==> config.mk <==
export PLATFORM = sky130hd
export DESIGN_NAME = chroma_horizontal_upsample_2x
export DESIGN_NICKNAME = d
export VERILOG_FILES = /design/src/rtl/chu_pkg.sv /design/src/rtl/chroma_horizontal_upsample_2x.sv /design/src/rtl/chu_cell.sv /design/src/rtl/chu_filter.sv
export SDC_FILE = /design/constraint.sdc
export NUM_CORES = 1
export LEC_CHECK = 0
export ABC_CLOCK_PERIOD_IN_PS = 9860
export BUFFER_PORTS_ARGS = -buffer_cell sky130_fd_sc_hd__buf_2
export CAP_MARGIN = 10
export CORE_UTILIZATION = 65
export CTS_BUF_LIST = sky130_fd_sc_hd__clkbuf_4 sky130_fd_sc_hd__clkbuf_8
export DETAILED_ROUTE_END_ITERATION = 10
export PLACE_DENSITY = 0.94
export SLEW_MARGIN = 20
export SYNTH_ARGS = -nofsm -noshare
export SYNTH_HDL_FRONTEND = slang
export SYNTH_SLANG_ARGS = --single-unit
==> constraint.sdc <==
create_clock -name clk -period 9.86 [get_ports clk]
set_input_delay 1.972 -clock clk [delete_from_list [all_inputs] [get_ports clk]]
set_output_delay 1.972 -clock clk [all_outputs]
set_load 0.01 [all_outputs]
==> src/rtl/chu_pkg.sv <==
// Shared types, constants and rounding for the chroma 2x horizontal upsampler.
package chu_pkg;

    // Seven-sample window, samples i-3..i+3 around the position being output
    localparam int TAP_SPAN = 7;
    localparam int SAMPLE_W = 8;
    // Filter sums stay within -26520..91800 before rounding
    localparam int SUM_W    = 19;

    typedef logic [SAMPLE_W-1:0]           sample_t;
    typedef sample_t [TAP_SPAN-1:0]        window_t;
    typedef logic signed [SUM_W-1:0]       sum_t;

    // Per-cycle command from the control to every window cell
    typedef struct packed {
        logic fill;
        logic shift;
    } cell_ctl_t;

    // Filter taps
    localparam sum_t C5   = sum_t'(5);
    localparam sum_t C11  = sum_t'(11);
    localparam sum_t C21  = sum_t'(21);
    localparam sum_t C37  = sum_t'(37);
    localparam sum_t C52  = sum_t'(52);
    localparam sum_t C70  = sum_t'(70);
    localparam sum_t C159 = sum_t'(159);
    localparam sum_t C228 = sum_t'(228);
    localparam sum_t ROUND_BIAS = sum_t'(128);

    // Add the rounding bias, drop eight fraction bits and clamp to 0..255
    function automatic sample_t round_clamp(input sum_t sum);
        sum_t v;
        v = sum + ROUND_BIAS;
        if (v[SUM_W-1])
            return '0;
        else if (|v[SUM_W-2:SAMPLE_W+8])
            return '1;
        else
            return v[SAMPLE_W+7:8];
    endfunction

endpackage

==> src/rtl/chroma_horizontal_upsample_2x.sv <==
// Top level: window cell chain, flush control, filter and output register.
// Output: the pair for position i is formed once sample i+3 is in the window, then
// registered; after a row-end beat the flushed pairs follow one per cycle unless stalled.
// Throughput: one sample beat per cycle inside a row while the output is not stalled; a row-end
// beat holds the input while the window flushes its pending positions.
// Reset: mode returns to co-sited (1), row count to start of row, no pair valid.
module chroma_horizontal_upsample_2x (
    input  logic             clk,
    input  logic             rst_n,
    input  logic             cfg_we,
    input  logic             cfg_wdata,
    input  logic             sample_valid,
    output logic             sample_stall,
    input  chu_pkg::sample_t chroma_sample,
    input  logic             row_end,
    output logic             pair_valid,
    input  logic             pair_stall,
    output chu_pkg::sample_t even_sample,
    output chu_pkg::sample_t odd_sample,
    output logic             row_last
);
    import chu_pkg::*;

    localparam logic [1:0] FILL_FULL   = 2'd3;
    localparam logic [1:0] FLUSH_STEPS = 2'd3;

    logic       mode_reg;
    logic [1:0] fill_count_reg, fill_count_next;
    logic [1:0] flush_left_reg, flush_left_next;
    logic [1:0] flush_n_reg, flush_n_next;
    logic       emit_pend_reg, emit_pend_next;
    logic       emit_last_reg, emit_last_next;
    logic       out_valid_reg, out_valid_next;
    sample_t    even_reg, odd_reg;
    logic       last_reg;

    logic       can_load;
    logic       slot_free;
    logic       emit_fire;
    logic       accept;
    logic       flush_fire;
    logic       flush_emit;
    cell_ctl_t  cell_ctl;
    sample_t    right_in;
    window_t    window;
    sample_t    filt_even, filt_odd;

    // Handshake decisions for this cycle
    always_comb
    begin
        can_load     = !out_valid_reg || !pair_stall;
        emit_fire    = emit_pend_reg && can_load;
        slot_free    = !emit_pend_reg || can_load;
        sample_stall = !((flush_left_reg == 2'd0) && slot_free);
        accept       = sample_valid && !sample_stall;
        flush_fire   = (flush_left_reg != 2'd0) && slot_free;
        flush_emit   = ({1'b0, flush_n_reg} + 3'd1) >= {1'b0, flush_left_reg};
    end

    // Drive the cell chain: fill at row start, otherwise shift in from the right
    always_comb
    begin
        cell_ctl.fill  = accept && (fill_count_reg == 2'd0);
        cell_ctl.shift = (accept && (fill_count_reg != 2'd0)) || flush_fire;
        right_in       = accept ? chroma_sample : window[TAP_SPAN-1];
    end

    genvar gi;
    generate
        for (gi = 0; gi < TAP_SPAN; gi++)
        begin : g_cell
            if (gi == TAP_SPAN - 1)
            begin : g_edge
                chu_cell u_cell (
                    .clk       (clk),
                    .ctl       (cell_ctl),
                    .fill_val  (chroma_sample),
                    .shift_val (right_in),
                    .sample    (window[gi])
                );
            end
            else
            begin : g_mid
                chu_cell u_cell (
                    .clk       (clk),
                    .ctl       (cell_ctl),
                    .fill_val  (chroma_sample),
                    .shift_val (window[gi+1]),
                    .sample    (window[gi])
                );
            end
        end
    endgenerate

    chu_filter u_filter (
        .window      (window),
        .mpeg2_mode  (mode_reg),
        .even_sample (filt_even),
        .odd_sample  (filt_odd)
    );

    // Next state of the row and flush control
    always_comb
    begin
        fill_count_next = fill_count_reg;
        flush_left_next = flush_left_reg;
        flush_n_next    = flush_n_reg;
        emit_pend_next  = emit_pend_reg && !emit_fire;
        emit_last_next  = emit_last_reg;
        if (accept)
        begin
            emit_pend_next = (fill_count_reg == FILL_FULL);
            emit_last_next = 1'b0;
            if (row_end)
            begin
                fill_count_next = 2'd0;
                flush_left_next = FLUSH_STEPS;
                flush_n_next    = fill_count_reg;
            end
            else if (fill_count_reg != FILL_FULL)
            begin
                fill_count_next = fill_count_reg + 2'd1;
            end
        end
        else if (flush_fire)
        begin
            flush_left_next = flush_left_reg - 2'd1;
            emit_pend_next  = flush_emit;
            emit_last_next  = (flush_left_reg == 2'd1);
        end
        out_valid_next = emit_fire || (out_valid_reg && pair_stall);
    end

    // Hold control state
    always_ff @(posedge clk or negedge rst_n)
    begin
        if (!rst_n)
        begin
            mode_reg       <= 1'b1;
            fill_count_reg <= '0;
            flush_left_reg <= '0;
            flush_n_reg    <= '0;
            emit_pend_reg  <= 1'b0;
            emit_last_reg  <= 1'b0;
            out_valid_reg  <= 1'b0;
        end
        else
        begin
            if (cfg_we)
                mode_reg <= cfg_wdata;
            fill_count_reg <= fill_count_next;
            flush_left_reg <= flush_left_next;
            flush_n_reg    <= flush_n_next;
            emit_pend_reg  <= emit_pend_next;
            emit_last_reg  <= emit_last_next;
            out_valid_reg  <= out_valid_next;
        end
    end

    // Capture the output beat
    always_ff @(posedge clk)
    begin
        if (emit_fire)
        begin
            even_reg <= filt_even;
            odd_reg  <= filt_odd;
            last_reg <= emit_last_reg;
        end
    end

    assign pair_valid  = out_valid_reg;
    assign even_sample = even_reg;
    assign odd_sample  = odd_reg;
    assign row_last    = last_reg;

endmodule

==> src/rtl/chu_cell.sv <==
// One window cell: holds a sample and takes its right neighbor's on a shift.
module chu_cell (
    input  logic               clk,
    input  chu_pkg::cell_ctl_t ctl,
    input  chu_pkg::sample_t   fill_val,
    input  chu_pkg::sample_t   shift_val,
    output chu_pkg::sample_t   sample
);
    import chu_pkg::*;

    sample_t sample_reg;

    // Load the row's first sample, or advance from the neighbor
    always_ff @(posedge clk)
    begin
        if (ctl.fill)
            sample_reg <= fill_val;
        else if (ctl.shift)
            sample_reg <= shift_val;
    end

    assign sample = sample_reg;

endmodule

==> src/rtl/chu_filter.sv <==
// Interpolation filters over the window: co-sited and interstitial modes.
module chu_filter (
    input  chu_pkg::window_t window,
    input  logic             mpeg2_mode,
    output chu_pkg::sample_t even_sample,
    output chu_pkg::sample_t odd_sample
);
    import chu_pkg::*;

    sum_t a, b, c, d, e, f, g;
    sum_t odd_cosited;
    sum_t even_inter;
    sum_t odd_inter;

    // Widen the window samples for signed arithmetic
    always_comb
    begin
        a = sum_t'(window[0]);
        b = sum_t'(window[1]);
        c = sum_t'(window[2]);
        d = sum_t'(window[3]);
        e = sum_t'(window[4]);
        f = sum_t'(window[5]);
        g = sum_t'(window[6]);
    end

    // Form the three filter sums
    always_comb
    begin
        odd_cosited = C21 * (b + g) - C52 * (c + f) + C159 * (d + e);
        even_inter  = C5 * a - C21 * b + C70 * c + C228 * d - C37 * e + C11 * f;
        odd_inter   = C5 * g - C21 * f + C70 * e + C228 * d - C37 * c + C11 * b;
    end

    // Select by mode; the co-sited even output copies the center sample
    always_comb
    begin
        if (mpeg2_mode)
        begin
            even_sample = window[3];
            odd_sample  = round_clamp(odd_cosited);
        end
        else
        begin
            even_sample = round_clamp(even_inter);
            odd_sample  = round_clamp(odd_inter);
        end
    end

endmodule
# After elaboration in Yosys (flattened, before gate mapping)
# Index checks and enable logic that the tools add are counted.
totals:
  output_inout_bits: 19
  regBits: 83
  in_bits: 15
  wordCells: 121
op_classes:
  n_mux: 32
  reduce_logical: 32
  n_eq_ne: 4
  mul: 14
  add_sub_neg: 21
  n_lt_le_gt_ge: 1
ops:
  columns: ["cell", "n"]
  rows:
  - ["2-to-1 mux 8 bit", 23]
  - ["adder 19 bit", 7]
  - ["subtractor 19 bit", 5]
  - ["multiplier 6 x 8 -> 14 bit (first input constant)", 5]
  - ["adder 19 x 9 -> 19 bit (second input constant)", 3]
  - ["adder 8 x 8 -> 9 bit", 3]
  - ["multiplier 5 x 8 -> 13 bit (first input constant)", 2]
  - ["multiplier 4 x 8 -> 12 bit (first input constant)", 2]
  - ["multiplier 3 x 8 -> 11 bit (first input constant)", 2]
  - ["multiplier 5 x 19 -> 17 bit (first input constant)", 1]
  - ["multiplier 6 x 19 -> 19 bit (first input constant)", 1]
  - ["multiplier 9 x 19 -> 19 bit (first input constant)", 1]
  - ["nonzero test 2 bit", 6]
  - ["2-to-1 mux 2 bit", 5]
  - ["logical AND 1 bit", 8]
  - ["AND reduction 2 bit", 4]
  - ["OR reduction 2 bit", 3]
  - ["zero test 1 bit", 5]
  - ["zero test 2 bit", 2]
  - ["logical OR 1 bit", 4]
  - ["2-to-1 mux 1 bit", 4]
  - ["!= test 2 bit (second input constant)", 2]
  - ["adder 2 x 1 -> 3 bit (second input constant)", 1]
  - [">= comparator 3 x 2 -> 1 bit", 1]
  - ["other kinds (4)", 4]

# Logic depth before layout (Yosys ltp)
# Gate-level depths: netlist of the first run.
logic_depth:
  ltp_word: 11
  depth_mapped: 37
  depth_no_buf: 37

# Cells and area by module
# From an unflattened synthesis of the first run, not the netlist that was laid out.
unflattened:
  hier_cells: 1993
  hier_area_um2: 19665.1
modules_own_cells:
  columns: ["mod", "area_per_inst_um2", "cells_each", "instances", "seq_area_each_um2"]
  rows:
  - ["chu_filter", 15781.4, 1782, 1, 0.0]
  - ["chu_cell", 377.9, 18, 7, 240.2]
  - ["chroma_horizontal_upsample_2x", 1238.7, 85, 1, 762.0]

# Least setup slack after synthesis of the first run
# OpenSTA, ideal clock, no wires.
synth_timing:
  path_type: "flip-flop to flip-flop"
  startpoint: "register g_cell[2].g_mid.u_cell.sample_reg[0]"
  endpoint: "register odd_reg[0], in the netlist odd_sample[0] (data pin)"
  path_stages_with_launch: 35
  arrival_time_ns: 8.482
  setup_ns: 0.279
  synth_period_minus_slack_ns: 8.762
  path_buffers: 0
  required_time_ns: 9.581
  setup_slack_ns: 1.098
  cell_sequence: "edfxtp_1 > ha_1 > fa_1 > a21oi_1 > nor2_1 > nor2_1 > o21bai_1 > a21oi_1 > xor2_1 > inv_1 > ha_1 > ha_1 > fa_1 > ha_1 > inv_1 > xnor2_1 > ha_1 > inv_1 > fa_1 > fa_1 > fa_1 > inv_1 > fa_1 > inv_1 > fa_1 > inv_1 > ha_1 > a211oi_1 > nor2_1 > o31a_1 > o21a_1 > o31a_1 > or3_1 > nand3_1 > o22ai_1"
synth_between:
  elab_chain_cells: 9
  elab_cells_between_ends: 16
  cone_classes: "add/sub (7); mul (2); mux (5); reduce/logical (2)"
synth_lines:
  columns: ["item", "line_no", "source"]
  rows:
  - ["start, declared", "chu_cell.sv:11", "sample_t sample_reg;"]
  - ["start signal, assigned", "chu_cell.sv:17", "sample_reg <= fill_val;"]
  - ["start signal, assigned", "chu_cell.sv:19", "sample_reg <= shift_val;"]
  - ["adder 8 x 8 -> 9 bit", "chu_filter.sv:30", "odd_cosited = C21 * (b + g) - C52 * (c + f) + C159 * (d + e);"]
  - ["multiplier 5 x 19 -> 17 bit", "chu_filter.sv:30", null]
  - ["subtractor 19 bit", "chu_filter.sv:30", null]
  - ["adder 19 bit", "chu_filter.sv:30", null]
  - ["adder 19 x 9 -> 19 bit", "chu_pkg.sv:34", "v = sum + ROUND_BIAS;"]
  - ["OR reduction 2 bit", "chu_pkg.sv:37", "else if (|v[SUM_W-2:SAMPLE_W+8])"]
  - ["2-to-1 mux 8 bit", "chu_pkg.sv:37", null]
  - ["2-to-1 mux 8 bit", "chu_pkg.sv:35", "if (v[SUM_W-1])"]
  - ["2-to-1 mux 8 bit *", "chu_filter.sv:38", "if (mpeg2_mode)"]
  - ["named net filt_odd[0]", "chroma_horizontal_upsample_2x.sv:46", "sample_t filt_even, filt_odd;"]
  - ["end signal, assigned", "chroma_horizontal_upsample_2x.sv:166", "odd_reg <= filt_odd;"]
  - ["end, declared", "chroma_horizontal_upsample_2x.sv:34", "sample_t even_reg, odd_reg;"]
# The timed path passes the listed nets; every way through them passes the cells marked *.
# A chain may end at the register's enable or synchronous reset.

# Worst setup path after layout of the first run
layout_timing:
  startpoint: "register g_cell[5].g_mid.u_cell.sample_reg[0]"
  endpoint: "register odd_reg[7], in the netlist odd_sample[7] (data pin)"
layout_between:
  elab_chain_cells: 11
  elab_cells_between_ends: 19
  cone_classes: "add/sub (10); mul (2); mux (5); reduce/logical (2)"
layout_lines:
  columns: ["item", "line_no", "source"]
  rows:
  - ["start, declared", "chu_cell.sv:11", null]
  - ["start signal, assigned", "chu_cell.sv:17", null]
  - ["start signal, assigned", "chu_cell.sv:19", null]
  - ["multiplier 5 x 8 -> 13 bit", "chu_filter.sv:32", "odd_inter = C5 * g - C21 * f + C70 * e + C228 * d - C37 * c + C11 * b;"]
  - ["subtractor 19 bit", "chu_filter.sv:32", null]
  - ["adder 19 bit (2 in a row)", "chu_filter.sv:32", null]
  - ["subtractor 19 bit", "chu_filter.sv:32", null]
  - ["adder 19 bit", "chu_filter.sv:32", null]
  - ["adder 19 x 9 -> 19 bit", "chu_pkg.sv:34", null]
  - ["OR reduction 2 bit", "chu_pkg.sv:37", null]
  - ["2-to-1 mux 8 bit", "chu_pkg.sv:37", null]
  - ["2-to-1 mux 8 bit", "chu_pkg.sv:35", null]
  - ["2-to-1 mux 8 bit *", "chu_filter.sv:38", null]
  - ["named net filt_odd[7]", "chroma_horizontal_upsample_2x.sv:46", null]
# Marked as above.

==> flow_metrics.env, run 1 <==
export IMPL_status="finished clean"
export IMPL_cts_tree="yes"
export IMPL_critPathTopFamily="adder cells"
export IMPL_final_cell_mix="inv_1 (470), ha_1 (435), fa_1 (211)"
export IMPL_initial_core_util=0.6684
export IMPL_wirelength_um=47180
export IMPL_dr_pass1_iters=7
export IMPL_grt_ovfl_total=0
export IMPL_path_clk_slew_ns=0.11
export IMPL_port_buffer_count=33
export IMPL_gr_usage_all_layers=0.3465
export IMPL_r2r_start="g_cell[5].g_mid.u_cell.sample[0]$_DFFE_PP_"
export IMPL_drv_cap=0
export IMPL_die_height_um=169.4
export IMPL_design_area_um2=19080
export IMPL_netlist_area_um2=18210
export IMPL_dpl_cell_area_um2=18820
export IMPL_post_route_period_util=0.9534
export IMPL_synth_edf_count=73
export IMPL_hold_ws_ns=0.4577
export IMPL_max_freq_mhz=106.4
export IMPL_crit_slowest_cell="fa_1"
export IMPL_synth_yosys_seq_area_share=0.1342
export IMPL_dr_total_vias=13850
export IMPL_r2r_cells=34
export IMPL_holdBufCountCts=0
export IMPL_critPathRequiredTime_ns=9.98
export IMPL_grt_pass1_wl_um=75910
export IMPL_crit_type="reg2reg"
export IMPL_antenna_cells=0
export IMPL_finalSetupViolCount=0
export IMPL_syn_area_per_cell_um2=9.772
export IMPL_synth_cell_types=67
export IMPL_ys_seq_elements=83
export IMPL_slew_limit_headroom=0.2854
export IMPL_gp_congestion=0.9668
export IMPL_async_reset_ff_frac=0.1205
export IMPL_r2r_setup_slack_ns=0.46
export IMPL_rsz0062_at_grt="no"
export IMPL_die_w_um=169.4
export IMPL_r2r_end="odd_sample[7]$_DFFE_PP_"
export IMPL_numCtsBuffers=9
export IMPL_drv_slew=0
export IMPL_worstPathMaxFanout=8
export IMPL_grt_pass1_vias=14980
export IMPL_tns_ns=0
export IMPL_area_growth_pct=4.733
export IMPL_cts_htree_levels=3
export IMPL_largest_reg_flops=48
export IMPL_cts_root_buf="clkbuf_8"
export IMPL_grt_max_degree=49
export IMPL_syn_nets=2525
export IMPL_fillCellCount=1830
export IMPL_fin_nets=2561
export IMPL_drc=0
export IMPL_num_rows=60
export IMPL_critPathCapture="odd_sample[7]$_DFFE_PP_"
export IMPL_first_iter_violations=1168
export IMPL_ioPinCount=34
export IMPL_finalClockSkew_ns=0.01642
export IMPL_hp_class="reg2reg"
export IMPL_viasPerCell=6.084
export IMPL_fin_ws_ns=0.4595
export IMPL_clock_latency_ns=0.41
export IMPL_worst_setup_path_start_kind="flop"
export IMPL_crit_arrival_ns=9.52
export IMPL_route_detailed_wl_per_inst_um=20.72
export IMPL_period_minus_slack_ns=9.401
export IMPL_cpPeakStageDelay_ns=0.55
export IMPL_cp_num_cells=34
export IMPL_cts_num_sinks=83
export IMPL_worst_setup_path_end_kind="flop"
export IMPL_drive_above_1_share=0.04094
export IMPL_place_ws_ns=0.3064
export IMPL_core_area_um2=27250
export IMPL_tightest_slew_ns=1.072
export IMPL_crit_path_frequent_cell="fa_1"
export IMPL_hold_viol_final=0
export IMPL_detail_route_antenna_nets=0
export IMPL_cp_buffers_inverters=6
export IMPL_dieArea_um2=28700
export IMPL_cts_buffer_depth=2
export IMPL_dpl_hpwl_um=38500
export IMPL_synthCells=1864
export IMPL_grt_antenna_before_repair=0
export IMPL_ys_warnings_count=0
export IMPL_critPathLaunch="g_cell[5].g_mid.u_cell.sample[0]$_DFFE_PP_"
export IMPL_synth_ff_type="edfxtp_1"
export IMPL_final_common_cell="inv_1"
cell usage after synthesis, drive strengths merged (3+ instances only):
cell type	instances	area share
inv	470	0.097
ha	435	0.30
fa	211	0.23
a21oi	99	0.028
xnor2	84	0.040
a21o	80	0.033
edfxtp	73	0.12
nor2	56	0.012
o21ai	47	0.013
nand2	39	0.0080
o21bai	37	0.015
xor2	35	0.017
nor2b	20	0.0069
o21a	15	0.0062
clkbuf	14	0.0029
and3	13	0.0045
a21boi	10	0.0041
nand2b	10	0.0034
dfrtp	9	0.012
o22ai	9	0.0031
nor3	7	0.0019
nand3	6	0.0016
a31oi	5	0.0017
mux2i	5	0.0030
nand4	5	0.0017
o211ai	5	0.0021
or3	5	0.0017
a211oi	4	0.0019
o31a	4	0.0019
or2	4	0.0014
and2	3	0.0010
nor4	3	0.0010
nor4b	3	0.0014
o21ba	3	0.0016
o311ai	3	0.0014
cell families after synthesis:
kind of cell               Yosys count  share of synthesized area
and+or+nand+nor                    184                    0.05111
muxes                                7                   0.004190
DFF                                 83                     0.1342
AOI/OAI and AO/OA                  339                     0.1225
adders and majority gates          646                     0.5307
xor gates and xnor gates           119                    0.05722
buffers and inverters              486                     0.1002
worst min-delay path by stage:
stage	startpoint	end	slack [ns]	cells after the start
floorplan	emit_last_reg$_DFFE_PN0P_	row_last$_DFFE_PP_	0.42	0
global placement	emit_last_reg$_DFFE_PN0P_	row_last$_DFFE_PP_	0.43	0
detailed placement	emit_last_reg$_DFFE_PN0P_	row_last$_DFFE_PP_	0.44	0
CTS	emit_last_reg$_DFFE_PN0P_	row_last$_DFFE_PP_	0.46	0
global route	emit_last_reg$_DFFE_PN0P_	row_last$_DFFE_PP_	0.47	0
finish	emit_last_reg$_DFFE_PN0P_	row_last$_DFFE_PP_	0.46	0
timing repair:
| action | 4_1_cts | 5_1_grt |
|---|---|---|
| hold endpoints to repair | 0 | 0 |
| setup endpoints to repair | 0 | 8 |
| resized for setup | 0 | 3 |
| setup buffers | 0 | 4 |
final cells by class:
class / count / area [µm²] / share of cell area
multi-input cells: 1295 / 13970 / 0.7325
well taps: 372 / 465.4 / 0.02440
clock buffers: 9 / 123.9 / 0.006493
flip-flops and latches: 83 / 2444 / 0.1281
repair buffers: 41 / 225.2 / 0.01181
clock inverters: 7 / 81.33 / 0.004263
inverters: 470 / 1764 / 0.09248
metrics by stage:
| stage | util | instances |
|---|---|---|
| finish | 0.7000 | 2277 |
| CTS | 0.6982 | 2273 |
| global route | 0.7000 | 2277 |
| detailed placement | 0.6906 | 2257 |
| global placement | 0.6906 | 2257 |
| floorplan | - | 1864 |
routing by layer:
metal,track usage,part of all wire
met5,0,0
met2,0.5718,0.47
met4,0.2064,0.063
met1,0.4168,0.38
met3,0.07533,0.087
Power of run 1 is left out: the tool's default activity adds up to more than one toggle a clock period on the data nets, which glitch-free logic cannot reach.
==> run 2: changes to the inputs <==
Settings changed: CORE_MARGIN set to 2.
==> run 2 against run 1 <==
Via count is 1.8% lower. Fmax decreased by 0.47%. Non-clock buffer count is the same. Sequential cell count unchanged. Clock skew is 0.016 ns higher. Critical path depth stayed put. Largest cell class unchanged.
==> flow_metrics.env, run 2 (same netlist as run 1, synthesis figures left out) <==
export IMPL_max_freq_mhz=105.9
export IMPL_die_w_um=171.4
export IMPL_hp_class="reg2reg"
export IMPL_cts_htree_levels=3
export IMPL_cts_root_buf="clkbuf_8"
export IMPL_finalClockSkew_ns=0.03280
export IMPL_crit_type="reg2reg"
export IMPL_area_growth_pct=4.746
export IMPL_final_cell_mix="inv_1 (470), ha_1 (435), fa_1 (211)"
export IMPL_gp_congestion=0.9922
export IMPL_grt_pass1_wl_um=72850
export IMPL_final_cell_count_no_fill=2283
export IMPL_hold_ws_ns=0.4663
export IMPL_fillCellCount=1904
export IMPL_final_util=0.6887
export IMPL_largest_reg_flops=48
export IMPL_viasPerCell=5.959
export IMPL_crit_path_frequent_cell="fa_1"
export IMPL_worst_setup_path_end_kind="flop"
export IMPL_status="finished clean"
export IMPL_dr_total_vias=13610
export IMPL_worst_setup_path_start_kind="flop"
export IMPL_slew_limit_headroom=0.2914
export IMPL_initial_core_util=0.6575
export IMPL_place_ws_ns=0.4117
export IMPL_wirelength_um=45830
export IMPL_num_rows=61
export IMPL_dpl_cell_count=2262
export IMPL_clock_latency_ns=0.41
export IMPL_grt_antenna_before_repair=0
export IMPL_grt_ovfl_total=0
export IMPL_cts_num_sinks=83
export IMPL_fin_nets=2561
export IMPL_grt_max_degree=49
export IMPL_path_clk_slew_ns=0.11
export IMPL_drc=0
export IMPL_top_usage_layer="met2"
export IMPL_numCtsBuffers=9
export IMPL_dieArea_um2=29380
export IMPL_cts_buffer_depth=2
export IMPL_tightest_slew_ns=1.063
export IMPL_fin_ws_ns=0.4149
export IMPL_grt_pass1_vias=14300
export IMPL_drv_cap=0
export IMPL_detail_route_antenna_nets=0
export IMPL_met1_usage=0.4047
export IMPL_crit_slowest_cell="fa_1"
export IMPL_antenna_cells=0
export IMPL_grtUsageMet2=0.5398
export IMPL_first_iter_violations=1208
export IMPL_route_detailed_wl_per_inst_um=20.07
export IMPL_post_route_period_util=0.9579
export IMPL_dr_pass1_iters=5
export IMPL_worstPathMaxFanout=8
export IMPL_ioPinCount=34
export IMPL_core_area_um2=27710
export IMPL_cpPeakStageDelay_ns=0.56
export IMPL_holdBufCountCts=0
export IMPL_gr_usage_all_layers=0.3256
export IMPL_hold_viol_final=0
export IMPL_die_height_um=171.4
export IMPL_drv_slew=0
export IMPL_final_common_cell="inv_1"
export IMPL_critPathRequiredTime_ns=9.96
export IMPL_grt_met3_usage=0.06190
export IMPL_dpl_hpwl_um=37940
export IMPL_port_buffer_count=33
export IMPL_period_minus_slack_ns=9.445
export IMPL_finalSetupViolCount=0
export IMPL_cts_tree="yes"
export IMPL_crit_arrival_ns=9.55
export IMPL_drive_above_1_share=0.03990
-- run 2: cell types whose count changed in the layout (fill, tap and decap cells not counted), sizes merged --
cell / delta
clkinvlp: +2
inv: -1
clkinv: -1
-- run 2: repair_timing --
action | in CTS | in global routing
setup endpoints to repair | 0 | 8
buffers inserted | 0 | 5
hold endpoints to repair | 0 | 0
resized for setup | 0 | 1
-- run 2: stage by stage --
step                      setup TNS [ns]  cell area, µm²
after floorplan                        0           18220
after global placement                 0           18820
after detailed placement               0           18820
after CTS                              0           19030
after global routing            -0.06336           19080
final                                  0           19080
-- run 2: path summary, 6_finish.rpt --
check | to | start | cells after the start | slack [ns]
setup / recovery | odd_sample[0]$_DFFE_PP_ | g_cell[5].g_mid.u_cell.sample[0]$_DFFE_PP_ | 34 | 0.41
hold / removal | row_last$_DFFE_PP_ | emit_last_reg$_DFFE_PN0P_ | 0 | 0.47
setup reg to reg | odd_sample[0]$_DFFE_PP_ | g_cell[5].g_mid.u_cell.sample[0]$_DFFE_PP_ | 34 | 0.41
hold reg to reg | row_last$_DFFE_PP_ | emit_last_reg$_DFFE_PN0P_ | 0 | 0.47
max in group asynchronous | mode_reg$_DFFE_PN1P_ | rst_n | 1 | 8.16
min in group asynchronous | pair_valid$_DFF_PN0_ | rst_n | 1 | 1.43
-- run 2: cell type report --
| class | instances | area [µm²] | share of cell area |
|---|---|---|---|
| timing repair buffer | 41 | 225.2 | 0.01180 |
| inverter | 470 | 1764 | 0.09247 |
| clock inverter | 7 | 82.58 | 0.004328 |
| sequential | 83 | 2444 | 0.1281 |
| tap | 378 | 473.0 | 0.02479 |
| clock buffer | 9 | 123.9 | 0.006492 |
| multi-input combinational | 1295 | 13970 | 0.7320 |
-- run 2: worst max-delay path: cells and delay by family (launching register included) --
kind	cells	cell delay [ns]
AND/OR/NAND/NOR	5	0.96
adder cells (fa/ha/maj)	13	5.17
XOR/XNOR	2	0.38
buffers and inverters	6	0.47
AO/OA/AOI/OAI	8	1.64
flip-flops	1	0.53
-- run 2: per-layer routing --
| layer | vias to the layer above | part of all wire |
|---|---|---|
| li1 | 6184 | - |
| met1 | 6631 | 0.39 |
| met2 | 602 | 0.47 |
| met3 | 188 | 0.079 |
| met4 | 0 | 0.060 |
| met5 | - | 0 |
Power of run 2 is left out for the same reason.
